<file path="src/rtl/xce_pkg.sv">
// ----------------------------------------------------------------------------
// xce_pkg
// Shared types, constants and character tables for the XML character escaper.
// ----------------------------------------------------------------------------
package xce_pkg;

    localparam int unsigned QUEUE_DEPTH = 2;

    localparam logic [7:0] ASCII_MAX = 8'd127;
    localparam logic [7:0] CH_AMP    = 8'h26;
    localparam logic [7:0] CH_LT     = 8'h3C;
    localparam logic [7:0] CH_GT     = 8'h3E;
    localparam logic [7:0] CH_QUOT   = 8'h22;
    localparam logic [7:0] CH_HASH   = 8'h23;
    localparam logic [7:0] CH_SEMI   = 8'h3B;
    localparam logic [7:0] CH_ZERO   = 8'h30;

    typedef enum logic [2:0] {
        KIND_PLAIN,
        KIND_AMP,
        KIND_LT,
        KIND_GT,
        KIND_QUOT,
        KIND_NUMREF
    } kind_t;

    // One classified input byte, ready to be expanded into characters.
    typedef struct packed {
        kind_t      kind;
        logic [7:0] raw;
        logic [1:0] hund;
        logic [3:0] tens;
        logic [3:0] ones;
    } desc_t;

    // Position of the final character in the run for each class.
    function automatic logic [2:0] last_idx(input kind_t kind);
        logic [2:0] idx;
        begin
            case (kind)
                KIND_PLAIN:  idx = 3'd0;
                KIND_AMP:    idx = 3'd4;
                KIND_LT:     idx = 3'd3;
                KIND_GT:     idx = 3'd3;
                KIND_QUOT:   idx = 3'd5;
                KIND_NUMREF: idx = 3'd5;
                default:     idx = 3'd0;
            endcase
            return idx;
        end
    endfunction

    function automatic logic [7:0] char_at(input desc_t d, input logic [2:0] idx);
        logic [7:0] ch;
        begin
            ch = CH_SEMI;
            case (d.kind)
                KIND_PLAIN: ch = d.raw;
                KIND_AMP:
                begin
                    case (idx)
                        3'd0:    ch = CH_AMP;
                        3'd1:    ch = "a";
                        3'd2:    ch = "m";
                        3'd3:    ch = "p";
                        default: ch = CH_SEMI;
                    endcase
                end
                KIND_LT:
                begin
                    case (idx)
                        3'd0:    ch = CH_AMP;
                        3'd1:    ch = "l";
                        3'd2:    ch = "t";
                        default: ch = CH_SEMI;
                    endcase
                end
                KIND_GT:
                begin
                    case (idx)
                        3'd0:    ch = CH_AMP;
                        3'd1:    ch = "g";
                        3'd2:    ch = "t";
                        default: ch = CH_SEMI;
                    endcase
                end
                KIND_QUOT:
                begin
                    case (idx)
                        3'd0:    ch = CH_AMP;
                        3'd1:    ch = "q";
                        3'd2:    ch = "u";
                        3'd3:    ch = "o";
                        3'd4:    ch = "t";
                        default: ch = CH_SEMI;
                    endcase
                end
                KIND_NUMREF:
                begin
                    case (idx)
                        3'd0:    ch = CH_AMP;
                        3'd1:    ch = CH_HASH;
                        3'd2:    ch = CH_ZERO + {6'd0, d.hund};
                        3'd3:    ch = CH_ZERO + {4'd0, d.tens};
                        3'd4:    ch = CH_ZERO + {4'd0, d.ones};
                        default: ch = CH_SEMI;
                    endcase
                end
                default: ch = d.raw;
            endcase
            return ch;
        end
    endfunction

endpackage

</file>
<file path="src/rtl/xce_front.sv">
// ----------------------------------------------------------------------------
// xce_front
// Classifies each input byte and splits high bytes into decimal digits.
// ----------------------------------------------------------------------------
module xce_front
(
    input  logic           in_valid,
    output logic           in_ready,
    input  logic [7:0]     in_byte,
    output logic           push,
    output xce_pkg::desc_t push_desc,
    input  logic           queue_full
);

    logic [6:0]  rem;
    logic [14:0] prod;
    logic [3:0]  tens;
    logic [6:0]  tens_x10;

    assign in_ready = !queue_full;
    assign push     = in_valid && !queue_full;

    // High bytes lie in 128..255: hundreds digit is 1 or 2.
    always_comb
    begin
        if (in_byte >= 8'd200)
        begin
            rem = 7'(in_byte - 8'd200);
        end
        else
        begin
            rem = 7'(in_byte - 8'd100);
        end
        // rem * 205 / 2048 equals rem / 10 for rem below 100
        prod     = {8'd0, rem} * 15'd205;
        tens     = prod[14:11];
        tens_x10 = {3'd0, tens} * 7'd10;
    end

    always_comb
    begin
        push_desc.raw  = in_byte;
        push_desc.hund = (in_byte >= 8'd200) ? 2'd2 : 2'd1;
        push_desc.tens = tens;
        push_desc.ones = 4'(rem - tens_x10);
        if (in_byte > xce_pkg::ASCII_MAX)
        begin
            push_desc.kind = xce_pkg::KIND_NUMREF;
        end
        else if (in_byte == xce_pkg::CH_AMP)
        begin
            push_desc.kind = xce_pkg::KIND_AMP;
        end
        else if (in_byte == xce_pkg::CH_LT)
        begin
            push_desc.kind = xce_pkg::KIND_LT;
        end
        else if (in_byte == xce_pkg::CH_GT)
        begin
            push_desc.kind = xce_pkg::KIND_GT;
        end
        else if (in_byte == xce_pkg::CH_QUOT)
        begin
            push_desc.kind = xce_pkg::KIND_QUOT;
        end
        else
        begin
            push_desc.kind = xce_pkg::KIND_PLAIN;
        end
    end

endmodule

</file>
<file path="src/rtl/xce_queue.sv">
// ----------------------------------------------------------------------------
// xce_queue
// Short descriptor queue between the classifier and the character emitter.
// ----------------------------------------------------------------------------
module xce_queue
#(
    parameter int unsigned DEPTH = xce_pkg::QUEUE_DEPTH
)
(
    input  logic           clk,
    input  logic           rst_n,
    input  logic           push,
    input  xce_pkg::desc_t push_desc,
    output logic           full,
    input  logic           pop,
    output logic           not_empty,
    output xce_pkg::desc_t pop_desc
);

    localparam int unsigned PTR_W = (DEPTH > 1) ? $clog2(DEPTH) : 1;
    localparam int unsigned CNT_W = $clog2(DEPTH + 1);
    localparam logic [PTR_W-1:0] PTR_LAST = PTR_W'(DEPTH - 1);
    localparam logic [CNT_W-1:0] CNT_FULL = CNT_W'(DEPTH);

    xce_pkg::desc_t   slot_reg [DEPTH];
    logic [PTR_W-1:0] wr_ptr_reg;
    logic [PTR_W-1:0] wr_ptr_next;
    logic [PTR_W-1:0] rd_ptr_reg;
    logic [PTR_W-1:0] rd_ptr_next;
    logic [CNT_W-1:0] count_reg;
    logic [CNT_W-1:0] count_next;

    assign full      = (count_reg == CNT_FULL);
    assign not_empty = (count_reg != '0);
    assign pop_desc  = slot_reg[rd_ptr_reg];

    always_comb
    begin
        wr_ptr_next = wr_ptr_reg;
        rd_ptr_next = rd_ptr_reg;
        count_next  = count_reg;
        if (push)
        begin
            wr_ptr_next = (wr_ptr_reg == PTR_LAST) ? '0 : wr_ptr_reg + 1'b1;
        end
        if (pop)
        begin
            rd_ptr_next = (rd_ptr_reg == PTR_LAST) ? '0 : rd_ptr_reg + 1'b1;
        end
        if (push && !pop)
        begin
            count_next = count_reg + 1'b1;
        end
        else if (pop && !push)
        begin
            count_next = count_reg - 1'b1;
        end
    end

    always_ff @(posedge clk or negedge rst_n)
    begin
        if (!rst_n)
        begin
            wr_ptr_reg <= '0;
            rd_ptr_reg <= '0;
            count_reg  <= '0;
        end
        else
        begin
            wr_ptr_reg <= wr_ptr_next;
            rd_ptr_reg <= rd_ptr_next;
            count_reg  <= count_next;
        end
    end

    always_ff @(posedge clk)
    begin
        if (push)
        begin
            slot_reg[wr_ptr_reg] <= push_desc;
        end
    end

endmodule

</file>
<file path="src/rtl/xce_back.sv">
// ----------------------------------------------------------------------------
// xce_back
// Expands one descriptor into its character run, one character per cycle while the output is ready.
// ----------------------------------------------------------------------------
module xce_back
(
    input  logic           clk,
    input  logic           rst_n,
    input  logic           desc_valid,
    input  xce_pkg::desc_t desc,
    output logic           pop,
    output logic           out_valid,
    input  logic           out_ready,
    output logic [7:0]     out_char,
    output logic           run_last
);

    xce_pkg::desc_t cur_reg;
    xce_pkg::desc_t cur_next;
    logic           cur_valid_reg;
    logic           cur_valid_next;
    logic [2:0]     idx_reg;
    logic [2:0]     idx_next;
    logic           out_valid_reg;
    logic           out_valid_next;
    logic [7:0]     out_char_reg;
    logic [7:0]     out_char_next;
    logic           run_last_reg;
    logic           run_last_next;
    logic           advance;
    logic           at_last;

    assign advance = cur_valid_reg && (!out_valid_reg || out_ready);
    assign at_last = (idx_reg == xce_pkg::last_idx(cur_reg.kind));
    // Refill the working descriptor when none is held or as its final character leaves.
    assign pop     = desc_valid && (!cur_valid_reg || (advance && at_last));

    assign out_valid = out_valid_reg;
    assign out_char  = out_char_reg;
    assign run_last  = run_last_reg;

    always_comb
    begin
        cur_next       = cur_reg;
        cur_valid_next = cur_valid_reg;
        idx_next       = idx_reg;
        out_valid_next = out_valid_reg;
        out_char_next  = out_char_reg;
        run_last_next  = run_last_reg;

        if (out_valid_reg && out_ready)
        begin
            out_valid_next = 1'b0;
        end

        if (advance)
        begin
            out_valid_next = 1'b1;
            out_char_next  = xce_pkg::char_at(cur_reg, idx_reg);
            run_last_next  = at_last;
            idx_next       = idx_reg + 3'd1;
            if (at_last)
            begin
                cur_valid_next = 1'b0;
            end
        end

        if (pop)
        begin
            cur_next       = desc;
            cur_valid_next = 1'b1;
            idx_next       = 3'd0;
        end
    end

    always_ff @(posedge clk or negedge rst_n)
    begin
        if (!rst_n)
        begin
            cur_valid_reg <= 1'b0;
            idx_reg       <= 3'd0;
            out_valid_reg <= 1'b0;
        end
        else
        begin
            cur_valid_reg <= cur_valid_next;
            idx_reg       <= idx_next;
            out_valid_reg <= out_valid_next;
        end
    end

    always_ff @(posedge clk)
    begin
        cur_reg      <= cur_next;
        out_char_reg <= out_char_next;
        run_last_reg <= run_last_next;
    end

endmodule

</file>
<file path="src/rtl/xml_character_escaper_unit.sv">
// ----------------------------------------------------------------------------
// xml_character_escaper_unit
// Escapes text bytes for XML: entities for & < > " and numeric references
// for bytes above 127; other bytes pass through.
// ----------------------------------------------------------------------------
// Channel | Direction | Handshake           | Payload
// input   | in        | in_valid / in_ready | in_byte[7:0]
// output  | out       | out_valid/out_ready | out_char[7:0], run_last
//
// Each byte yields a run of 1 to 6 characters, one per cycle from the output
// register while the output is ready; the emitter is the limit (run length
// 1 plain, 4 for < >, 5 for &, 6 for " and high bytes). A byte is held in
// the queue, then the working descriptor, before its characters are emitted.
// A QUEUE_DEPTH descriptor queue lets the input keep flowing while a run is
// emitted or the output stalls. Reset clears the queue and output valid.
// ----------------------------------------------------------------------------
module xml_character_escaper_unit
#(
    parameter int unsigned QUEUE_DEPTH = xce_pkg::QUEUE_DEPTH
)
(
    input  logic       clk,
    input  logic       rst_n,
    input  logic       in_valid,
    output logic       in_ready,
    input  logic [7:0] in_byte,
    output logic       out_valid,
    input  logic       out_ready,
    output logic [7:0] out_char,
    output logic       run_last
);

    logic           push;
    xce_pkg::desc_t push_desc;
    logic           queue_full;
    logic           pop;
    logic           desc_valid;
    xce_pkg::desc_t pop_desc;

    xce_front u_front
    (
        .in_valid   (in_valid),
        .in_ready   (in_ready),
        .in_byte    (in_byte),
        .push       (push),
        .push_desc  (push_desc),
        .queue_full (queue_full)
    );

    xce_queue
    #(
        .DEPTH (QUEUE_DEPTH)
    )
    u_queue
    (
        .clk       (clk),
        .rst_n     (rst_n),
        .push      (push),
        .push_desc (push_desc),
        .full      (queue_full),
        .pop       (pop),
        .not_empty (desc_valid),
        .pop_desc  (pop_desc)
    );

    xce_back u_back
    (
        .clk        (clk),
        .rst_n      (rst_n),
        .desc_valid (desc_valid),
        .desc       (pop_desc),
        .pop        (pop),
        .out_valid  (out_valid),
        .out_ready  (out_ready),
        .out_char   (out_char),
        .run_last   (run_last)
    );

endmodule

</file>
<file path="config.mk">
export PLATFORM = sky130hd
export DESIGN_NAME = xml_character_escaper_unit
export DESIGN_NICKNAME = d
export VERILOG_FILES = /design/src/rtl/xce_pkg.sv /design/src/rtl/xce_front.sv /design/src/rtl/xce_queue.sv /design/src/rtl/xce_back.sv /design/src/rtl/xml_character_escaper_unit.sv
export SDC_FILE = /design/constraint.sdc
export NUM_CORES = 1
export LEC_CHECK = 0
export ABC_AREA = 1
export BUFFER_PORTS_ARGS = -buffer_cell sky130_fd_sc_hd__buf_2
export CAP_MARGIN = 20
export CORE_AREA = 8 8 100 102
export CTS_CLUSTER_SIZE = 40
export DETAILED_ROUTE_END_ITERATION = 6
export DIE_AREA = 0 0 108 110
export PLACE_DENSITY = 0.76
export SYNTH_ARGS = -nofsm -noshare
export SYNTH_HDL_FRONTEND = slang
export SYNTH_SLANG_ARGS = --single-unit
export TNS_END_PERCENT = 10
</file>
<file path="constraint.sdc">
create_clock -name clk -period 2.2 [get_ports clk]
set_input_delay 0 -clock clk [delete_from_list [all_inputs] [get_ports clk]]
set_output_delay 0 -clock clk [all_outputs]
set_load 0.02 [all_outputs]
</file>
==> reports/results.txt, run 1 <==
outcome -> finished, violations left
failing checks -> negative setup slack
share of cells above drive strength 1 -> 36.2%
Die Wd -> 108 um
Worst-path clk slew -> 0.09 ns
max reg flops -> 40
Die Span Y -> 110 um
total die area -> 11900 um2
register bit total from synthesis -> 78
drt first pass iters -> 5
final worst path period need -> 4.61 ns
largest net degree at the start of global routing -> 22
final global-route overflow total -> 0
Startpoint Class -> primary input
syn_nets -> 537
num ports -> 23
fillcell total -> 493
count of unique library cells instantiated by Yosys -> 40
Critical Path Sink Type -> register
Tot Pwr -> 9.37 mW
post-detailed-route DRC marker count -> 0
P&R area growth vs syn -> 34.0%
Nets -> 648
drt total wl -> 11700 um
most common cell after layout, fill and taps aside -> nand2_1
Fin. Hold Viols -> 0
fin worst setup slack -> -2.41 ns
WL/cell -> 16.9 um
TritonCTS clock tree -> yes
initial antenna violation count -> 0
crit path max fanout -> 5
skew final -> 0.00919 ns
gr usage total -> 18.5%
Max Fclk -> 217 MHz
Clock Tree Root -> clkbuf_8
largest area contributor in the netlist -> edfxtp_1
Max Transition Viols Final -> 0
Relative slew margins -> 54.0%
slowest CP cell -> fa_1
routability congestion estimate -> 0.883
highest-count cells in the layout ignoring fill and taps -> nand2_1 (108), buf_4 (69), edfxtp_1 (69)
n_diodes -> 0
Sink Count -> 78
num rows -> 34
RSZ-0062 raised after global routing -> true
LEAKAGE -> 2.76 nW
CP max stage delay -> 0.44 ns
first-pass GRT wire length -> 17300 um
Gate Count Post-Synth -> 470
CP bufs+invs -> 8
max_cap viols -> 0
core area -> 8470 um2
Num CTS Buffers -> 9
worst min-delay path class -> primary input to register
worst skew pair latency -> 0.34 ns
CTS Buffer Depth -> 2
Finish-stage setup viols -> 14
VDD IR-drop max -> 0.00121 V
power per cell area -> 1510 nW/um2
final cell count without fillers -> 694
starting density of the core -> 54.7%
WP data required -> 2.30 ns
Port Buffers -> 22
kind of critical path -> primary input to register
Tcrit/Tclk final -> 209%
total number of vias -> 3762
post-route ant nets -> 0
top-area cell type share of the netlist area -> 44.8%
DP HPWL -> 7520 um
1st-iter DRT viols -> 183
average size of a mapped cell -> 9.85 um2
worst-margin pin slew -> 0.690 ns
Ys Warns -> 0
critical path arrival -> 4.71 ns
Netlist Area Pre-Place -> 4630 um2
crit-path most repeated cell -> nand2_1
vias in the first global route -> 3787
synth top area cells -> edfxtp_1 (45%), ha_1 (12%), nand2_1 (9.5%)
CP delay by family, top -> adder cells
Placed Instances -> 659
H-tree levels -> 3
Seq/Total Area, Yosys -> 49.6%
Via density -> 5.42
==> path summary, 6_finish.rpt <==
kind / slack, ns / start / to / cells past startpoint
worst max-delay path: -2.41 / in_byte[6] / u_queue.slot_reg[0][3] / 29
worst min-delay path: 0.04 / in_byte[1] / u_queue.slot_reg[0][11] / 2
worst max register to register: 0.06 / u_back.cur_reg[20] / u_queue.count_reg[1] / 12
worst min register to register: 0.50 / u_back.out_valid / u_back.out_valid / 2
max in group asynchronous: 1.94 / rst_n / u_back.idx_reg[1] / 2
min in group asynchronous: 0.05 / rst_n / u_queue.rd_ptr_reg / 2
==> final cells by class <==
type,instances,area (um2),area share [%]
clock inverter,7,88.8,1.43
tap,108,135,2.18
inverter,69,273,4.40
sequential,78,2300,37.1
clock buffer,9,124,2.00
multi-input combinational,318,2470,39.9
timing repair buffer,105,807,13.0
==> per-stage QoR <==
stage | hold WS, ns | setup TNS, ns | worst slack (ns) | cell area (um2) | utilization (%)
finish | 0.0406 | -23.84 | -2.41 | 6200 | 73.3
detailed placement | -0.133 | -27.74 | -2.65 | 5520 | 65.2
CTS | 0.0160 | -20.89 | -2.14 | 5980 | 70.6
global route | 0.0201 | -26.02 | -2.54 | 6200 | 73.3
floorplan | -0.296 | -20.88 | -2.14 | 4780 | -
global placement | -0.137 | -26.38 | -2.50 | 5520 | 65.2
==> synth_stat cells (all sizes together) <==
library cell	instances
nand2	119
edfxtp	69
inv	69
ha	46
nor2	43
nand3	23
o21ai	21
a21oi	15
dfrtp	9
fa	9
xor2	7
clkbuf	5
xnor2	5
a221oi	4
nor3	4
o31ai	4
a211oi	3
or2	3
nand4	2
o21a	2
a21boi	1
a21o	1
a32o	1
and2	1
nand3b	1
nor3b	1
o2111ai	1
o22ai	1
==> layer usage <==
metal,GRT usage (%),up-vias,wire (um)
met1,19.6,1806,4530
met4,9.81,0,414
met5,0,-,0
li1,-,1786,-
met2,34.7,135,6310
met3,2.79,35,454
==> logic make-up (layout without fill, tap and decap cells) <==
family | after synthesis | count (layout) | synth area share, %
and+or+nand+nor | 197 | 197 | 18.3
DFF | 78 | 78 | 49.6
buffers and inverters | 74 | 190 | 6.00
adders and majority gates | 55 | 55 | 16.3
AOI/OAI and AO/OA | 54 | 54 | 7.49
xor gates and xnor gates | 12 | 12 | 2.27
==> repair_timing <==
action | in CTS | in global routing
pin swaps | 23 | 27
hold endpoints to repair | 23 | 0
gates resized for setup | 22 | 46
buffers inserted | 4 | 5
setup endpoints to repair | 14 | 40
hold buffers | 10 | 0
==> where the power goes <==
| part | total [mW] | leakage (nW) | switching [mW] | internal [mW] |
|---|---|---|---|---|
| sequential | 2.88 | 0.755 | 0.293 | 2.58 |
| combinational | 5.36 | 1.90 | 3.06 | 2.29 |
| clock | 1.14 | 0.106 | 0.586 | 0.554 |
| total | 9.37 | 2.76 | 3.94 | 5.43 |
Note: power is estimated with default switching activity, not from simulation.
==> run 2, diff against run 1 <==
ABC_AREA = unset   (was 1)
CORE_AREA = 8 8 104 106   (was 8 8 100 102)
DIE_AREA = 0 0 112 114   (was 0 0 108 110)
PLACE_DENSITY = 0.75   (was 0.76)
SYNTH_HIERARCHICAL = 1   (was unset)
==> run 2 against run 1 <==
  * The flow still finishes with violations (negative setup slack)
  * First-iteration DRC count grew 22%
  * Synthesized area increased by 6.9%
  * Worst hold slack worse by 0.017 ns
  * Die area grew 7.5%
  * Critical path depth stayed put
  * Fmax is 17% lower
  * Via count decreased by 6.2%
  * Clock power down 9.6%
  * Total power is 14% lower
  * Core utilization down 6.5 points
  * Count of clock-buffer cells in the layout rose by 2
  * Wire length shrank 14%
  * Critical path type unchanged
  * Largest cell class unchanged
  * Largest power group unchanged
  * Highest routed layer unchanged
==> reports/results.txt, run 2 <==
XOR/XNOR Fraction of Synth Area -> 3.36%
top-area cell type share of the netlist area -> 43.7%
Die Span Y -> 114 um
vias in the first global route -> 3618
CP max stage delay -> 0.47 ns
fin worst setup slack -> -3.37 ns
crit-path most repeated cell -> inv_2
final worst path period need -> 5.57 ns
routability congestion estimate -> 0.874
gr usage total -> 16.2%
post-synthesis compound-gate area fraction -> 10.7%
worst skew pair latency -> 0.34 ns
core area -> 9110 um2
Register Area -> 2390 um2
mux cell area share after synthesis -> 5.38%
post-synthesis simple-gate area fraction -> 11.1%
outcome -> finished, violations left
VDD IR-drop max -> 0.000659 V
H-tree levels -> 3
failing checks -> negative setup slack
LEAKAGE -> 2.52 nW
Finish-stage setup viols -> 15
count leader, synth -> edfxtp_1
skew final -> 0.00615 ns
drt first pass iters -> 4
count of unique library cells instantiated by Yosys -> 61
power per cell area -> 1330 nW/um2
highest-count cells in the layout ignoring fill and taps -> buf_4 (72), edfxtp_1 (72), ha_1 (41)
max layer used -> met4
post-synthesis async set-or-reset flop share -> 11.1%
EDFF count, synth -> 72
Main synth FF type -> edfxtp_1
syn_nets -> 486
num rows -> 35
average size of a mapped cell -> 11.9 um2
post-route ant nets -> 0
Relative slew margins -> 71.4%
Worst-path clk slew -> 0.08 ns
crit path max fanout -> 6
largest net degree at the start of global routing -> 25
total die area -> 12800 um2
n_diodes -> 0
Die Wd -> 112 um
TritonCTS clock tree -> yes
Critical Path Sink Type -> register
Netlist Area Pre-Place -> 4950 um2
WP data required -> 2.28 ns
Max Transition Viols Final -> 0
Post-synth top cells -> edfxtp_1 (72), ha_1 (48), inv_1 (36), nor2_1 (26), nand2_1 (23)
initial antenna violation count -> 0
Via density -> 5.63
starting density of the core -> 54.3%
Port Buffers -> 22
synth top area cells -> edfxtp_1 (44%), ha_1 (12%), mux2_2 (4.8%)
Num CTS Buffers -> 9
kind of critical path -> primary input to register
WL/cell -> 16.0 um
Tot Pwr -> 8.07 mW
Sink Count -> 81
main combinational cell family by area after synthesis -> adder cells
worst-margin pin slew -> 0.429 ns
DP HPWL -> 7450 um
critical path arrival -> 5.65 ns
register bit total from synthesis -> 81
P&R area growth vs syn -> 22.8%
Nets -> 580
met2 routed WL -> 5310 um
first-pass GRT wire length -> 16700 um
fillcell total -> 667
TNS Setup -> -33.92 ns
RSZ-0062 raised after global routing -> true
1st-iter DRT viols -> 223
drt total wl -> 10100 um
Startpoint Class -> primary input
post-detailed-route DRC marker count -> 0
num ports -> 23
final global-route overflow total -> 0
largest area contributor in the netlist -> edfxtp_1
Tcrit/Tclk final -> 253%
Fin. Hold Viols -> 0
total number of vias -> 3528
max_cap viols -> 0
max reg flops -> 42
post-synthesis adder-cell area fraction -> 15.8%
Clock Tree Root -> clkbuf_8
Ys Warns -> 6
share of cells above drive strength 1 -> 33.3%
Seq/Total Area, Yosys -> 48.2%
CTS Buffer Depth -> 2
worst min-delay path class -> primary input to register
WL met3 -> 453 um
Max Fclk -> 179 MHz
slowest CP cell -> fa_1
Gate Count Post-Synth -> 417
multi-input logic area -> 2440 um2
WL met1 -> 4000 um
==> run 2: cell count changes after synthesis, moves of 7 or more <==
cell and delta:
buf_4 +9, inv_1 -26, mux2_2 +21, nand2_1 -94, nand2b_1 +7, nand3_1 -20, nor2_1 -14, nor2b_1 +9
==> run 2: what timing repair did <==
item,CTS,global route
gates cloned,0,0
setup endpoints to repair,42,47
pin swaps,21,11
endpoints found under the hold margin,20,0
hold buffers,7,0
setup buffers,4,2
gates resized for setup,18,7
==> run 2: routing by layer <==
layer / track usage, % / vias to the layer above
li1: - / 1701
met1: 17.3 / 1689
met2: 29.5 / 107
met3: 3.80 / 31
met4: 8.18 / 0
met5: 0 / -
==> run 2: cells by family after synthesis <==
group                      Yosys count
adders and majority gates           57
and+or+nand+nor                    103
AOI/OAI and AO/OA                   75
buffers and inverters               58
xor gates and xnor gates            19
DFF                                 81
muxes                               24
==> run 2: final timing paths <==
path                                      endpoint                  from  cells after the start  slack [ns]
min in group asynchronous       u_queue/rd_ptr_reg                 rst_n                      2        0.03
hold reg to reg               u_queue/count_reg[1]  u_queue/count_reg[1]                      1        0.48
setup / recovery            u_queue/slot_reg[0][3]            in_byte[2]                     29       -3.37
max in group asynchronous        u_back/idx_reg[0]                 rst_n                      2        1.97
setup reg to reg              u_queue/count_reg[1]    u_back/cur_reg[20]                     10       -0.18
hold / removal             u_queue/slot_reg[0][13]            in_byte[3]                      2        0.02
==> run 2: final cells by class <==
cell class                      count  area share [%]
Timing Repair Buffer              103            12.6
Inverter                           38            2.55
Multi-Input combinational cell    278            40.2
Tap cell                          111            2.28
Clock inverter                      5           0.906
Sequential cell                    81            39.3
Clock buffer                       11            2.16
==> run 2: stage by stage <==
| step | hold slack [ns] | setup WS (ns) | util [%] | cells | cell area [um2] |
|---|---|---|---|---|---|
| final | 0.0236 | -3.37 | 66.7 | 627 | 6080 |
| after global routing | 0.0278 | -3.58 | 66.7 | 627 | 6080 |
| after CTS | 0.0181 | -3.38 | 66.4 | 625 | 6050 |
| after detailed placement | -0.136 | -3.90 | 62.2 | 598 | 5670 |
| after global placement | -0.140 | -3.65 | 62.2 | 598 | 5670 |
| after floorplan | -0.296 | -3.57 | - | 417 | 5040 |
==> run 2: critical path, delay by kind of cell <==
| family | cells | cell delay (ns) |
|---|---|---|
| simple gates | 6 | 1.29 |
| mux | 1 | 0.22 |
| xor+xnor | 4 | 0.76 |
| buf+inv | 7 | 0.55 |
| fa+ha+maj | 7 | 2.01 |
| compound gates | 4 | 0.82 |
==> run 2: where the power goes <==
| group | internal [mW] | switching, mW |
|---|---|---|
| logic | 2.12 | 2.35 |
| clock network | 0.524 | 0.502 |
| registers | 2.42 | 0.151 |
| total | 5.06 | 3.01 |
